--- src/design/assert_macros.svh ---
// ----------------------------------------------------------------------------
// assert_macros.svh
// Concurrent assertion helpers shared by the RTL files.
// ----------------------------------------------------------------------------
`ifndef ASSERT_MACROS_SVH
`define ASSERT_MACROS_SVH

// same-cycle implication, disabled in reset
`define ASSERT_IMPL(label, ck, rn, ante, cons) \
    label: assert property (@(posedge ck) disable iff (!rn) (ante) |-> (cons)) \
        else $error("assertion failed");

// next-cycle implication, disabled in reset
`define ASSERT_NEXT(label, ck, rn, ante, cons) \
    label: assert property (@(posedge ck) disable iff (!rn) (ante) |=> (cons)) \
        else $error("assertion failed");

`endif

--- src/design/rtcdt_pkg.sv ---
// ----------------------------------------------------------------------------
// rtcdt_pkg
// Types, limits and helper functions for the RTC date/time check block.
// ----------------------------------------------------------------------------
package rtcdt_pkg;

    localparam int QUEUE_DEPTH = 2;

    localparam logic [11:0] YEAR_MIN   = 12'd2013;
    localparam logic [11:0] YEAR_MAX   = 12'd2099;
    localparam logic [11:0] YEAR_BASE  = 12'd2000;
    localparam logic [5:0]  OFFSET_MAX = 6'd60;
    localparam logic [6:0]  SEC_WRAP   = 7'd60;
    localparam logic [5:0]  SEC_LAST   = 6'd59;
    localparam logic [5:0]  MIN_LAST   = 6'd59;
    localparam logic [4:0]  HOUR_LAST  = 5'd23;
    localparam logic [3:0]  MONTH_LAST = 4'd12;
    localparam logic [6:0]  YY_LAST    = 7'd99;

    localparam logic [3:0] MON_FEB = 4'd2;
    localparam logic [3:0] MON_APR = 4'd4;
    localparam logic [3:0] MON_JUN = 4'd6;
    localparam logic [3:0] MON_SEP = 4'd9;
    localparam logic [3:0] MON_NOV = 4'd11;

    typedef struct packed {
        logic       ok;
        logic [6:0] yy;
        logic [3:0] month;
        logic [4:0] day;
        logic [4:0] hour;
        logic [5:0] minute;
        logic [5:0] second;
        logic [5:0] offs;
        logic [4:0] mlen;
    } rtcdt_entry_t;

    function automatic logic [4:0] month_len(input logic [3:0] m, input logic leap);
        logic [4:0] len;
        case (m)
            MON_APR, MON_JUN, MON_SEP, MON_NOV: len = 5'd30;
            MON_FEB: len = leap ? 5'd29 : 5'd28;
            default: len = 5'd31;
        endcase
        return len;
    endfunction

    // tens digit by reciprocal multiply, exact below 100
    function automatic logic [7:0] to_bcd(input logic [6:0] v);
        logic [13:0] prod;
        logic [3:0]  tens;
        logic [6:0]  ones;
        prod = 14'(v) * 14'd103;
        tens = prod[13:10];
        ones = v - 7'(tens) * 7'd10;
        return {tens, ones[3:0]};
    endfunction

endpackage

--- src/design/rtcdt_item_if.sv ---
// ----------------------------------------------------------------------------
// rtcdt_item_if
// Input channel: date, time and seconds offset with valid/ready.
// ----------------------------------------------------------------------------
interface rtcdt_item_if;
    logic        valid;
    logic        ready;
    logic [11:0] year;
    logic [3:0]  month;
    logic [4:0]  day;
    logic [4:0]  hour;
    logic [5:0]  minute;
    logic [5:0]  second;
    logic [5:0]  offset_seconds;

    modport source (
        output valid, year, month, day, hour, minute, second, offset_seconds,
        input  ready
    );
    modport sink (
        input  valid, year, month, day, hour, minute, second, offset_seconds,
        output ready
    );
endinterface

--- src/design/rtcdt_result_if.sv ---
// ----------------------------------------------------------------------------
// rtcdt_result_if
// Output channel: valid flag and packed BCD fields with valid/ready.
// ----------------------------------------------------------------------------
interface rtcdt_result_if;
    logic       valid;
    logic       ready;
    logic       valid_res;
    logic [7:0] bcd_year;
    logic [7:0] bcd_month;
    logic [7:0] bcd_day;
    logic [7:0] bcd_hour;
    logic [7:0] bcd_minute;
    logic [7:0] bcd_second;

    modport source (
        output valid, valid_res, bcd_year, bcd_month, bcd_day, bcd_hour,
               bcd_minute, bcd_second,
        input  ready
    );
    modport sink (
        input  valid, valid_res, bcd_year, bcd_month, bcd_day, bcd_hour,
               bcd_minute, bcd_second,
        output ready
    );
endinterface

--- src/design/rtcdt_front.sv ---
// ----------------------------------------------------------------------------
// rtcdt_front
// Accepts items, checks the calendar rules and clamps the offset.
// ----------------------------------------------------------------------------
module rtcdt_front
    import rtcdt_pkg::*;
(
    rtcdt_item_if.sink   item,
    input  logic         full,
    output logic         push,
    output rtcdt_entry_t entry
);

    logic       leap;
    logic [4:0] mlen;
    logic [11:0] yoff;

    // in range 2013..2099 a year is leap exactly when divisible by four
    assign leap = (item.year[1:0] == 2'b00);
    assign mlen = month_len(item.month, leap);
    assign yoff = item.year - YEAR_BASE;

    assign item.ready = !full;
    assign push       = item.valid && !full;

    always_comb
    begin
        entry.ok = (item.year >= YEAR_MIN) && (item.year <= YEAR_MAX) &&
                   (item.month != 4'd0) && (item.month <= MONTH_LAST) &&
                   (item.hour <= HOUR_LAST) && (item.minute <= MIN_LAST) &&
                   (item.second <= SEC_LAST) &&
                   (item.day != 5'd0) && (item.day <= mlen);
        entry.yy     = yoff[6:0];
        entry.month  = item.month;
        entry.day    = item.day;
        entry.hour   = item.hour;
        entry.minute = item.minute;
        entry.second = item.second;
        entry.offs   = (item.offset_seconds > OFFSET_MAX) ? OFFSET_MAX : item.offset_seconds;
        entry.mlen   = mlen;
    end

endmodule

--- src/design/rtcdt_queue.sv ---
// ----------------------------------------------------------------------------
// rtcdt_queue
// Small FIFO of checked entries between the front and back parts.
// ----------------------------------------------------------------------------
`include "assert_macros.svh"

module rtcdt_queue
    import rtcdt_pkg::*;
#(
    parameter int DEPTH = QUEUE_DEPTH
)
(
    input  logic         clk,
    input  logic         rst_n,
    input  logic         push,
    input  rtcdt_entry_t wr_entry,
    input  logic         pop,
    output logic         full,
    output logic         empty,
    output rtcdt_entry_t rd_entry
);

    localparam int PTR_W = (DEPTH > 1) ? $clog2(DEPTH) : 1;
    localparam int CNT_W = $clog2(DEPTH + 1);

    rtcdt_entry_t slot_reg [DEPTH];
    logic [PTR_W-1:0] wr_ptr_reg, wr_ptr_next;
    logic [PTR_W-1:0] rd_ptr_reg, rd_ptr_next;
    logic [CNT_W-1:0] count_reg, count_next;

    assign full     = (count_reg == CNT_W'(DEPTH));
    assign empty    = (count_reg == '0);
    assign rd_entry = slot_reg[rd_ptr_reg];

    always_comb
    begin
        wr_ptr_next = wr_ptr_reg;
        rd_ptr_next = rd_ptr_reg;
        count_next  = count_reg;
        if (push)
        begin
            wr_ptr_next = (wr_ptr_reg == PTR_W'(DEPTH - 1)) ? '0 : wr_ptr_reg + 1'b1;
        end
        if (pop)
        begin
            rd_ptr_next = (rd_ptr_reg == PTR_W'(DEPTH - 1)) ? '0 : rd_ptr_reg + 1'b1;
        end
        if (push && !pop)
        begin
            count_next = count_reg + 1'b1;
        end
        else if (pop && !push)
        begin
            count_next = count_reg - 1'b1;
        end
    end

    always_ff @(posedge clk or negedge rst_n)
    begin
        if (!rst_n)
        begin
            wr_ptr_reg <= '0;
            rd_ptr_reg <= '0;
            count_reg  <= '0;
        end
        else
        begin
            wr_ptr_reg <= wr_ptr_next;
            rd_ptr_reg <= rd_ptr_next;
            count_reg  <= count_next;
        end
    end

    always_ff @(posedge clk)
    begin
        if (push)
        begin
            slot_reg[wr_ptr_reg] <= wr_entry;
        end
    end

    `ASSERT_IMPL(a_no_push_full, clk, rst_n, push, !full)
    `ASSERT_IMPL(a_no_pop_empty, clk, rst_n, pop, !empty)
    `ASSERT_NEXT(a_count_up, clk, rst_n, push && !pop, count_reg == $past(count_reg) + 1'b1)

endmodule

--- src/design/rtcdt_back.sv ---
// ----------------------------------------------------------------------------
// rtcdt_back
// Adds the offset, ripples the carry and registers the BCD result.
// ----------------------------------------------------------------------------
`include "assert_macros.svh"

module rtcdt_back
    import rtcdt_pkg::*;
(
    input  logic          clk,
    input  logic          rst_n,
    input  rtcdt_entry_t  head,
    input  logic          head_valid,
    output logic          pop,
    rtcdt_result_if.source result
);

    logic       out_valid_reg, out_valid_next;
    logic       valid_res_reg;
    logic [7:0] bcd_year_reg, bcd_month_reg, bcd_day_reg;
    logic [7:0] bcd_hour_reg, bcd_minute_reg, bcd_second_reg;

    logic [6:0] sec_sum;
    logic       c_sec, c_min, c_hour, c_day, c_mon;
    logic [5:0] sec_n, min_n;
    logic [4:0] hour_n, day_n;
    logic [3:0] mon_n;
    logic [6:0] yy_n;
    logic       bcd_zero;

    assign pop = head_valid && (!out_valid_reg || result.ready);

    always_comb
    begin
        sec_sum = {1'b0, head.second} + {1'b0, head.offs};
        c_sec   = (sec_sum >= SEC_WRAP);
        sec_n   = c_sec ? 6'(sec_sum - SEC_WRAP) : sec_sum[5:0];
        c_min   = c_sec && (head.minute == MIN_LAST);
        min_n   = c_min ? 6'd0 : head.minute + {5'd0, c_sec};
        c_hour  = c_min && (head.hour == HOUR_LAST);
        hour_n  = c_hour ? 5'd0 : head.hour + {4'd0, c_min};
        c_day   = c_hour && (head.day == head.mlen);
        day_n   = c_day ? 5'd1 : head.day + {4'd0, c_hour};
        c_mon   = c_day && (head.month == MONTH_LAST);
        mon_n   = c_mon ? 4'd1 : head.month + {3'd0, c_day};
        if (c_mon)
        begin
            yy_n = (head.yy == YY_LAST) ? 7'd0 : head.yy + 7'd1;
        end
        else
        begin
            yy_n = head.yy;
        end
    end

    always_comb
    begin
        out_valid_next = out_valid_reg;
        if (pop)
        begin
            out_valid_next = 1'b1;
        end
        else if (result.ready)
        begin
            out_valid_next = 1'b0;
        end
    end

    always_ff @(posedge clk or negedge rst_n)
    begin
        if (!rst_n)
        begin
            out_valid_reg <= 1'b0;
        end
        else
        begin
            out_valid_reg <= out_valid_next;
        end
    end

    always_ff @(posedge clk)
    begin
        if (pop)
        begin
            valid_res_reg  <= head.ok;
            bcd_year_reg   <= head.ok ? to_bcd(yy_n) : 8'd0;
            bcd_month_reg  <= head.ok ? to_bcd({3'd0, mon_n}) : 8'd0;
            bcd_day_reg    <= head.ok ? to_bcd({2'd0, day_n}) : 8'd0;
            bcd_hour_reg   <= head.ok ? to_bcd({2'd0, hour_n}) : 8'd0;
            bcd_minute_reg <= head.ok ? to_bcd({1'b0, min_n}) : 8'd0;
            bcd_second_reg <= head.ok ? to_bcd({1'b0, sec_n}) : 8'd0;
        end
    end

    assign result.valid      = out_valid_reg;
    assign result.valid_res  = valid_res_reg;
    assign result.bcd_year   = bcd_year_reg;
    assign result.bcd_month  = bcd_month_reg;
    assign result.bcd_day    = bcd_day_reg;
    assign result.bcd_hour   = bcd_hour_reg;
    assign result.bcd_minute = bcd_minute_reg;
    assign result.bcd_second = bcd_second_reg;

    assign bcd_zero = (bcd_year_reg == 8'd0) && (bcd_month_reg == 8'd0) &&
                      (bcd_day_reg == 8'd0) && (bcd_hour_reg == 8'd0) &&
                      (bcd_minute_reg == 8'd0) && (bcd_second_reg == 8'd0);

    `ASSERT_NEXT(a_load_shows, clk, rst_n, pop, out_valid_reg)
    `ASSERT_IMPL(a_invalid_zero, clk, rst_n, out_valid_reg && !valid_res_reg, bcd_zero)
    `ASSERT_NEXT(a_hold_stall, clk, rst_n, out_valid_reg && !result.ready, out_valid_reg)

endmodule

--- src/design/rtc_date_time_check_and_bcd.sv ---
// ----------------------------------------------------------------------------
// rtc_date_time_check_and_bcd
// Checks a calendar date and time, adds a seconds offset and packs BCD.
// ----------------------------------------------------------------------------
// Each result passes through a queue slot, then the output register.
// Throughput: one transaction per cycle while the result side is ready; the
// check feeds the queue directly and the carry/BCD stage loads its output
// register from the queue head.
// The queue absorbs DEPTH transactions while the result side stalls.
// Reset clears queue pointers, count and result valid; data is not cleared.
module rtc_date_time_check_and_bcd
    import rtcdt_pkg::*;
#(
    parameter int DEPTH = QUEUE_DEPTH
)
(
    input  logic           clk,
    input  logic           rst_n,
    rtcdt_item_if.sink     item,
    rtcdt_result_if.source result
);

    rtcdt_entry_t wr_entry;
    rtcdt_entry_t rd_entry;
    logic         push;
    logic         pop;
    logic         full;
    logic         empty;

    rtcdt_front u_front (
        .item  (item),
        .full  (full),
        .push  (push),
        .entry (wr_entry)
    );

    rtcdt_queue #(
        .DEPTH (DEPTH)
    ) u_queue (
        .clk      (clk),
        .rst_n    (rst_n),
        .push     (push),
        .wr_entry (wr_entry),
        .pop      (pop),
        .full     (full),
        .empty    (empty),
        .rd_entry (rd_entry)
    );

    rtcdt_back u_back (
        .clk        (clk),
        .rst_n      (rst_n),
        .head       (rd_entry),
        .head_valid (!empty),
        .pop        (pop),
        .result     (result)
    );

endmodule

--- src/flat_wrapper.sv ---
// flat-port wrapper written by rule: the top's interface ports become plain ports
module rtc_date_time_check_and_bcd_flat import rtcdt_pkg::*;
#(
    parameter int DEPTH = QUEUE_DEPTH
)
  (clk, rst_n, item_valid, item_year, item_month, item_day, item_hour, item_minute, item_second, item_offset_seconds, item_ready, result_valid, result_valid_res, result_bcd_year, result_bcd_month, result_bcd_day, result_bcd_hour, result_bcd_minute, result_bcd_second, result_ready);
  rtcdt_item_if item_i ();
  rtcdt_result_if result_i ();
  input  logic clk;
  input  logic rst_n;
  input wire logic [$bits(item_i.valid)-1:0] item_valid;
  input wire logic [$bits(item_i.year)-1:0] item_year;
  input wire logic [$bits(item_i.month)-1:0] item_month;
  input wire logic [$bits(item_i.day)-1:0] item_day;
  input wire logic [$bits(item_i.hour)-1:0] item_hour;
  input wire logic [$bits(item_i.minute)-1:0] item_minute;
  input wire logic [$bits(item_i.second)-1:0] item_second;
  input wire logic [$bits(item_i.offset_seconds)-1:0] item_offset_seconds;
  output wire logic [$bits(item_i.ready)-1:0] item_ready;
  output wire logic [$bits(result_i.valid)-1:0] result_valid;
  output wire logic [$bits(result_i.valid_res)-1:0] result_valid_res;
  output wire logic [$bits(result_i.bcd_year)-1:0] result_bcd_year;
  output wire logic [$bits(result_i.bcd_month)-1:0] result_bcd_month;
  output wire logic [$bits(result_i.bcd_day)-1:0] result_bcd_day;
  output wire logic [$bits(result_i.bcd_hour)-1:0] result_bcd_hour;
  output wire logic [$bits(result_i.bcd_minute)-1:0] result_bcd_minute;
  output wire logic [$bits(result_i.bcd_second)-1:0] result_bcd_second;
  input wire logic [$bits(result_i.ready)-1:0] result_ready;
  assign item_i.valid = item_valid;
  assign item_i.year = item_year;
  assign item_i.month = item_month;
  assign item_i.day = item_day;
  assign item_i.hour = item_hour;
  assign item_i.minute = item_minute;
  assign item_i.second = item_second;
  assign item_i.offset_seconds = item_offset_seconds;
  assign item_ready = item_i.ready;
  assign result_valid = result_i.valid;
  assign result_valid_res = result_i.valid_res;
  assign result_bcd_year = result_i.bcd_year;
  assign result_bcd_month = result_i.bcd_month;
  assign result_bcd_day = result_i.bcd_day;
  assign result_bcd_hour = result_i.bcd_hour;
  assign result_bcd_minute = result_i.bcd_minute;
  assign result_bcd_second = result_i.bcd_second;
  assign result_i.ready = result_ready;
  rtc_date_time_check_and_bcd #(.DEPTH(DEPTH)) u_core (.clk(clk), .rst_n(rst_n), .item(item_i), .result(result_i));
endmodule
--- config.mk ---
export PLATFORM = sky130hd
export DESIGN_NAME = rtc_date_time_check_and_bcd_flat
export DESIGN_NICKNAME = d
export VERILOG_FILES = /design/src/design/rtcdt_pkg.sv /design/src/design/rtcdt_item_if.sv /design/src/design/rtcdt_result_if.sv /design/src/design/rtcdt_front.sv /design/src/design/rtcdt_queue.sv /design/src/design/rtcdt_back.sv /design/src/design/rtc_date_time_check_and_bcd.sv /design/src/flat_wrapper.sv
export VERILOG_INCLUDE_DIRS = /design/src /design/src/design
export SDC_FILE = /design/constraint.sdc
export NUM_CORES = 1
export LEC_CHECK = 0
export ABC_AREA = 1
export BUFFER_PORTS_ARGS = -buffer_cell sky130_fd_sc_hd__clkbuf_2
export CAP_MARGIN = 20
export CORE_MARGIN = 10
export CORE_UTILIZATION = 56
export CTS_CLUSTER_SIZE = 10
export DETAILED_ROUTE_END_ITERATION = 8
export GPL_TIMING_DRIVEN = 0
export PLACE_DENSITY_LB_ADDON = 0.08
export SLEW_MARGIN = 20
export SYNTH_ARGS = -nofsm -noshare
export SYNTH_HDL_FRONTEND = slang
export SYNTH_HIERARCHICAL = 1
export SYNTH_SLANG_ARGS = --single-unit
--- constraint.sdc ---
create_clock -name clk -period 6.33 [get_ports clk]
set_input_delay 0.633 -clock clk [delete_from_list [all_inputs] [get_ports clk]]
set_output_delay 0.633 -clock clk [all_outputs]
set_load 0.005 [all_outputs]
---- Word level (Yosys, flattened, before mapping) ----
Memories as Yosys holds them, arrays and structs flattened.
Cells that the tools add are included.
operators by class
  reductions and logical operators ........ 29
  order comparisons ....................... 9
  mux-type cells .......................... 18
  $mul .................................... 12
  $add $sub $neg .......................... 18
  equality and inequality tests ........... 11
operators with widths
  operator                                                              count
  multiplier 6 x 7 -> 13 bit (second input constant)                    2
  multiplier 5 x 7 -> 12 bit (second input constant)                    2
  subtractor 4 bit                                                      6
  two-way mux 6 bit                                                     3
  logical AND 1 bit                                                     16
  multiplier 7 x 7 -> 14 bit (second input constant)                    1
  two-way mux 7 bit                                                     2
  == test 4 bit (second input constant)                                 3
  greater-or-equal comparator 12 x 11 -> 1 bit (second input constant)  1
  less-or-equal comparator 12 bit (second input constant)               1
  less-or-equal comparator 6 bit (second input constant)                2
  multiplier 4 x 7 -> 11 bit (second input constant)                    1
  adder 5 x 1 -> 5 bit                                                  2
  two-way mux 5 bit                                                     2
  == test 4 x 3 -> 1 bit (second input constant)                        2
  adder 6 x 6 -> 7 bit                                                  1
  adder 7 x 1 -> 7 bit (second input constant)                          1
  == test 7 bit (second input constant)                                 1
  greater-or-equal comparator 7 x 6 -> 1 bit (second input constant)    1
  two-way mux 1 bit                                                     7
  subtractor 7 bit (second input constant)                              1
  adder 6 x 1 -> 6 bit                                                  1
  == test 6 bit (second input constant)                                 1
  greater-than comparator 6 bit (second input constant)                 1
  26 further kinds                                                      36
storage, ports and cells
  output and inout port bits .............. 51
  word-level logic and storage cells ...... 114
  register bits after elaboration ......... 54
  memory bits (writable) .................. 84
  memories ................................ 1
  input port bits ......................... 48
memories
  memory                   words  width  rd ports  clocked after Yosys merged registers in  write ports  RTL line           RTL
  u_core.u_queue.slot_reg  2      42     1         0                                        1            rtcdt_queue.sv:26  rtcdt_entry_t slot_reg [DEPTH];

---- Depth between registers and ports, before layout ----
An unclocked memory read counts as a cell.
  depth after elaboration ................. 11
  gate-level depth with buffers ........... 47
  mapped depth without buffers ............ 45

---- Modules after synthesis ----
The synthesis kept the hierarchy.
modules (own cells, without submodules)
  module                       area each (um2)  times used  seq. area each (um2)  cells an instance
  rtcdt_back                   6680.2           1           1226.2                766
  rtcdt_queue                  3653.5           1           2802.7                165
  rtcdt_front                  641.9            1           0.0                   115
  rtc_date_time_check_and_bcd  3.8              1           0.0                   1

---- Worst setup path before layout ----
Ideal clock, no wire load.
  kind .................................... reg-to-reg
  from .................................... register u_core.u_queue.rd_ptr_reg
  to ...................................... register u_core.u_back.bcd_year_reg[3], in the netlist u_core/u_back/result.bcd_year[3] (data pin)
  data arrival time ....................... 6522 ps
  data required time ...................... 6075 ps
  path buffers ............................ 3
  setup time .............................. 255 ps
  cell stages (with the launch flop) ...... 43
  period minus slack after synthesis ...... 6777 ps
  setup slack ............................. -447 ps
  cells stage by stage .................... dfrtp_1 buf_6 buf_12 mux2_4 ha_1 inv_1 fa_1 xnor2_2 ha_1 nand2_1 nor2_2 nand2_2 nand3_4 nand4_4 nor2_4 buf_6 o21ai_0 o21ai_0 [... 7 more ...] ha_1 a21oi_1 nor2_1 a211oi_1 nand2_1 or2_2 nand2_1 inv_1 ha_1 inv_1 fa_1 inv_1 nand2_1 nand2_1 nand2_2 nand3_1 nand2_1 nor2_1
RTL lines
  item                    RTL line           RTL
  start, declared         rtcdt_queue.sv:28  logic [PTR_W-1:0] rd_ptr_reg, rd_ptr_next;
  start signal, assigned  rtcdt_queue.sv:69  rd_ptr_reg <= rd_ptr_next;
  end signal, assigned    rtcdt_back.sv:86   bcd_year_reg <= head.ok ? to_bcd(yy_n) : 8'd0;
  end, declared           rtcdt_back.sv:20   logic [7:0] bcd_year_reg, bcd_month_reg, bcd_day_reg;

==> impl_summary.md <==
Clocking
Counting the buffers created by CTS gives 17. Buffers inserted to repair hold after CTS numbered 0. The root buffer cell chosen for the clock tree is clkbuf_16. The number of levels the H-tree was split into is 4.

The clock insertion delay at the later pin of the skew report is 0.42 ns. The clock net sink count is 135. No sink is reached through more buffers than the 2 on the longest clock path. The clock-pin slew on the worst setup and hold paths is 0.06 ns.

TritonCTS built the clock tree.

Layout
The final-stage net count is 1510. After routing the design area is 14200 µm². The repair_antennas step left the layout with diodes totalling 0. The final cell utilization of the core is 0.732. The register with the most flip-flops in the layout has 90 of them. The non-filler instance count after layout is 1532.

The area growth from synthesis to layout is 29.4%. The layout has 1347 filler cells. The layout cell share with drive strength beyond 1 is 0.416.

STA
Dividing the final minimum period by the clock period gives 1.10. Setup violations remaining at the end of the flow were counted as 14. For the pin with the worst max-slew slack, the measured transition is 0.827 ns. Between clock sinks in the finished design, the worst skew comes to 0.00603 ns. Summed over all failing endpoints, the final setup total negative slack is -4.63 ns.

Based on the critical path, the design can be clocked at up to 143 MHz. The total count of hold-check failures in the final report came to 0. Setup repair after global routing could not meet its margin everywhere. For the finished layout, the period the worst path requires is 6.98 ns. The worst path setup slack after routing is -0.645 ns.

The headroom to the max-slew limit is 0.449. The max-slew violation total from the final report is 0.

Global route
The number of antenna violations at the first check in global routing was 0. The total overflow reported by the global router is 0. In the global route stage, overall resource usage came out at 0.183. The first global-routing pass estimated 37800 µm of wire.

Entering global routing, the biggest net connects 32 pins. The via count of the first global-routing pass is 7862.

Yosys
The number of library cell types mapped by synthesis is 55. For this run, the register share of the synthesized area comes to 0.367. The mean instance size in the synthesized netlist is 10.5 µm². The share of synthesized area in the top cell type comes to 0.356. For this run, the leading register cell type out of synthesis is edfxtp_1. By area the synthesized netlist is led by edfxtp_1 (36%), ha_1 (19%), fa_1 (7.3%).

The most frequently used cell type in the post-synthesis netlist is inv_1. By count the netlist is led by inv_1 (178), ha_1 (168), edfxtp_1 (130). In this run, synthesis inferred 130 flip-flops with an integrated enable.

The biggest area contributor in the post-synthesis netlist is edfxtp_1. In this run, synthesis produced a sequential element count of 135. The post-synthesis cell area is 11000 µm². The proportion of register bits with asynchronous set or reset after synthesis is 0.0370. The gate count of the mapped netlist is 1047.

The number of warnings reported in the yosys synthesis log is 6.

Placement
Buffers placed on the I/O ports in this run total 82. The sum of net half-perimeters after detailed placement is 16300 µm. The post-detailed-placement cell area is 12000 µm². Including well taps, the total number of placed cells is 1408. The final weighted congestion of routability-driven global placement is 0.828.

Worst setup path
The critical path class is flip-flop to flip-flop. Setup slack on the worst reg-to-reg path comes out at -0.65 ns. The depth of the worst register-to-register path is 41. The cell occurring most often along the worst timing path is ha_4. For the worst setup path, the data arrival time is 7.15 ns. The data required time of the worst path is 6.51 ns.

STA classifies the critical path startpoint as a flip-flop. The slowest stage of the critical path belongs to the cell fa_2. In this run the critical register-to-register path is captured at u_core/u_back/result.bcd_hour[3]$_SDFFCE_PN0P_.

The largest fanout of any net on the critical path is 5. On the critical path the largest part of the delay comes from adder cells. In this design, the stage delay of the slowest critical-path cell is 0.58 ns. The worst register-to-register path begins at u_core/u_queue/rd_ptr_reg$_DFFE_PN0P_. The endpoint class of the critical path is a flip-flop. Counting both buffers and inverters, the worst setup path holds a total of 11.

Floorplan
In this run the vertical extent of the chip is 160 µm. After floorplanning, the core was sized to cover 19400 µm². The starting density of the core is 0.566.

The number of top-level pins is 99. The die area is 25600 µm². The die span in x is 160 µm. The floorplan has 51 rows.

Route
The detailed-route via count is 7725. In this run the remaining antenna-violating nets after routing total 0. The sum of routed wire length over all layers is 24300 µm.

After detailed routing, the number of remaining DRC violations is 0. The via density per instance is 5.04. The initial detailed-routing violation count is 305. The pre-antenna-repair detailed-routing pass consisted of 5 iterations. The average detailed-routed wire length per instance is 15.9 µm.

Run status
The flow ran to the end, but the final reports show violations. The checks that failed: setup timing.

Hold path
The classification of the worst-slack hold path is input port to async pin.

Run
The number of max-cap violations is 0.
-- worst reg2reg max path, delay by kind of cell, from the launching register on --
family                   cells  cell delay [ns]
XOR/XNOR                     1             0.18
multiplexers                 1             0.21
AO/OA/AOI/OAI                2             0.42
buffers and inverters       11             1.14
adder cells (fa/ha/maj)     10             2.87
flip-flops                   1             0.40
AND/OR/NAND/NOR             16             1.55
-- area by class of cell --
| type | instances | area [µm²] | area share |
|---|---|---|---|
| buffer | 55 | 463 | 0.0326 |
| multi-input combinational | 675 | 6810 | 0.479 |
| inverter | 192 | 753 | 0.0530 |
| clock inverter | 14 | 110 | 0.00775 |
| sequential | 135 | 4030 | 0.284 |
| timing repair buffer | 178 | 1280 | 0.0903 |
| clock buffer | 18 | 429 | 0.0302 |
| tap | 265 | 332 | 0.0233 |
-- what timing repair did --
action	CTS	global route
cloned	1	1
resized for setup	128	95
endpoints found under the setup margin	24	23
buffers inserted	71	24
pin swaps	63	73
-- metal layers --
metal	vias up	routed length, µm	global-route usage	part of all wire
li1	3851	-	-	-
met1	3690	10100	0.211	0.42
met2	144	12700	0.332	0.52
met3	40	859	0.0365	0.035
met4	0	660	0.0576	0.027
met5	-	0	0	0
-- logic make-up after synthesis --
group / after synthesis / synth area share
DFF: 135 / 0.367
muxes: 45 / 0.0595
xor gates and xnor gates: 35 / 0.0299
buffers and inverters: 247 / 0.107
other: 2 / 0.000684
AOI/OAI and AO/OA: 63 / 0.0328
and+or+nand+nor: 312 / 0.139
adders and majority gates: 208 / 0.264
-- worst max-delay path by stage --
stage	end	depth (start not counted)	startpoint
after floorplan	u_core/u_back/result.bcd_day[3]$_SDFFCE_PN0P_	40	u_core/u_queue/rd_ptr_reg$_DFFE_PN0P_
after global placement	u_core/u_back/result.bcd_year[3]$_SDFFCE_PN0P_	40	u_core/u_queue/rd_ptr_reg$_DFFE_PN0P_
after detailed placement	u_core/u_back/result.bcd_day[3]$_SDFFCE_PN0P_	40	u_core/u_queue/rd_ptr_reg$_DFFE_PN0P_
after CTS	u_core/u_back/result.bcd_year[3]$_SDFFCE_PN0P_	43	u_core/u_queue/rd_ptr_reg$_DFFE_PN0P_
after global routing	u_core/u_back/result.bcd_year[3]$_SDFFCE_PN0P_	46	u_core/u_queue/rd_ptr_reg$_DFFE_PN0P_
final	u_core/u_back/result.bcd_hour[3]$_SDFFCE_PN0P_	41	u_core/u_queue/rd_ptr_reg$_DFFE_PN0P_
-- cell usage in the layout (no fill, tap or decap), types with 7 or more instances in the layout --
master / instances
nor2_2: 10
nand2_2: 29
nor2_1: 54
inv_1: 146
ha_1: 124
fa_1: 28
clkbuf_16: 17
fa_2: 12
conb_1: 12
o21ai_1: 10
edfxtp_1: 130
a21oi_2: 9
buf_6: 16
mux2_4: 39
clkbuf_2: 82
nand2_4: 15
inv_2: 33
xor2_1: 18
nand3_1: 30
nand2_1: 101
buf_12: 9
nand3_2: 12
nand3_4: 7
xnor2_1: 9
a21oi_1: 21
buf_4: 115
or2_2: 9
ha_4: 39
inv_4: 9
nand4_1: 16
nor2_4: 8
-- per-stage QoR --
| stage | hold slack (ns) | setup slack [ns] |
|---|---|---|
| final | 0.0231 | -0.645 |
| after detailed placement | 0.462 | -0.995 |
| after global placement | 0.458 | -0.868 |
| after floorplan | 0.337 | -0.262 |
| after CTS | 0.0138 | -0.428 |
| after global routing | 0.00757 | -0.881 |
Power is not shown: default switching activity piles up to over one toggle a cycle in this logic, so the estimate is an artifact.
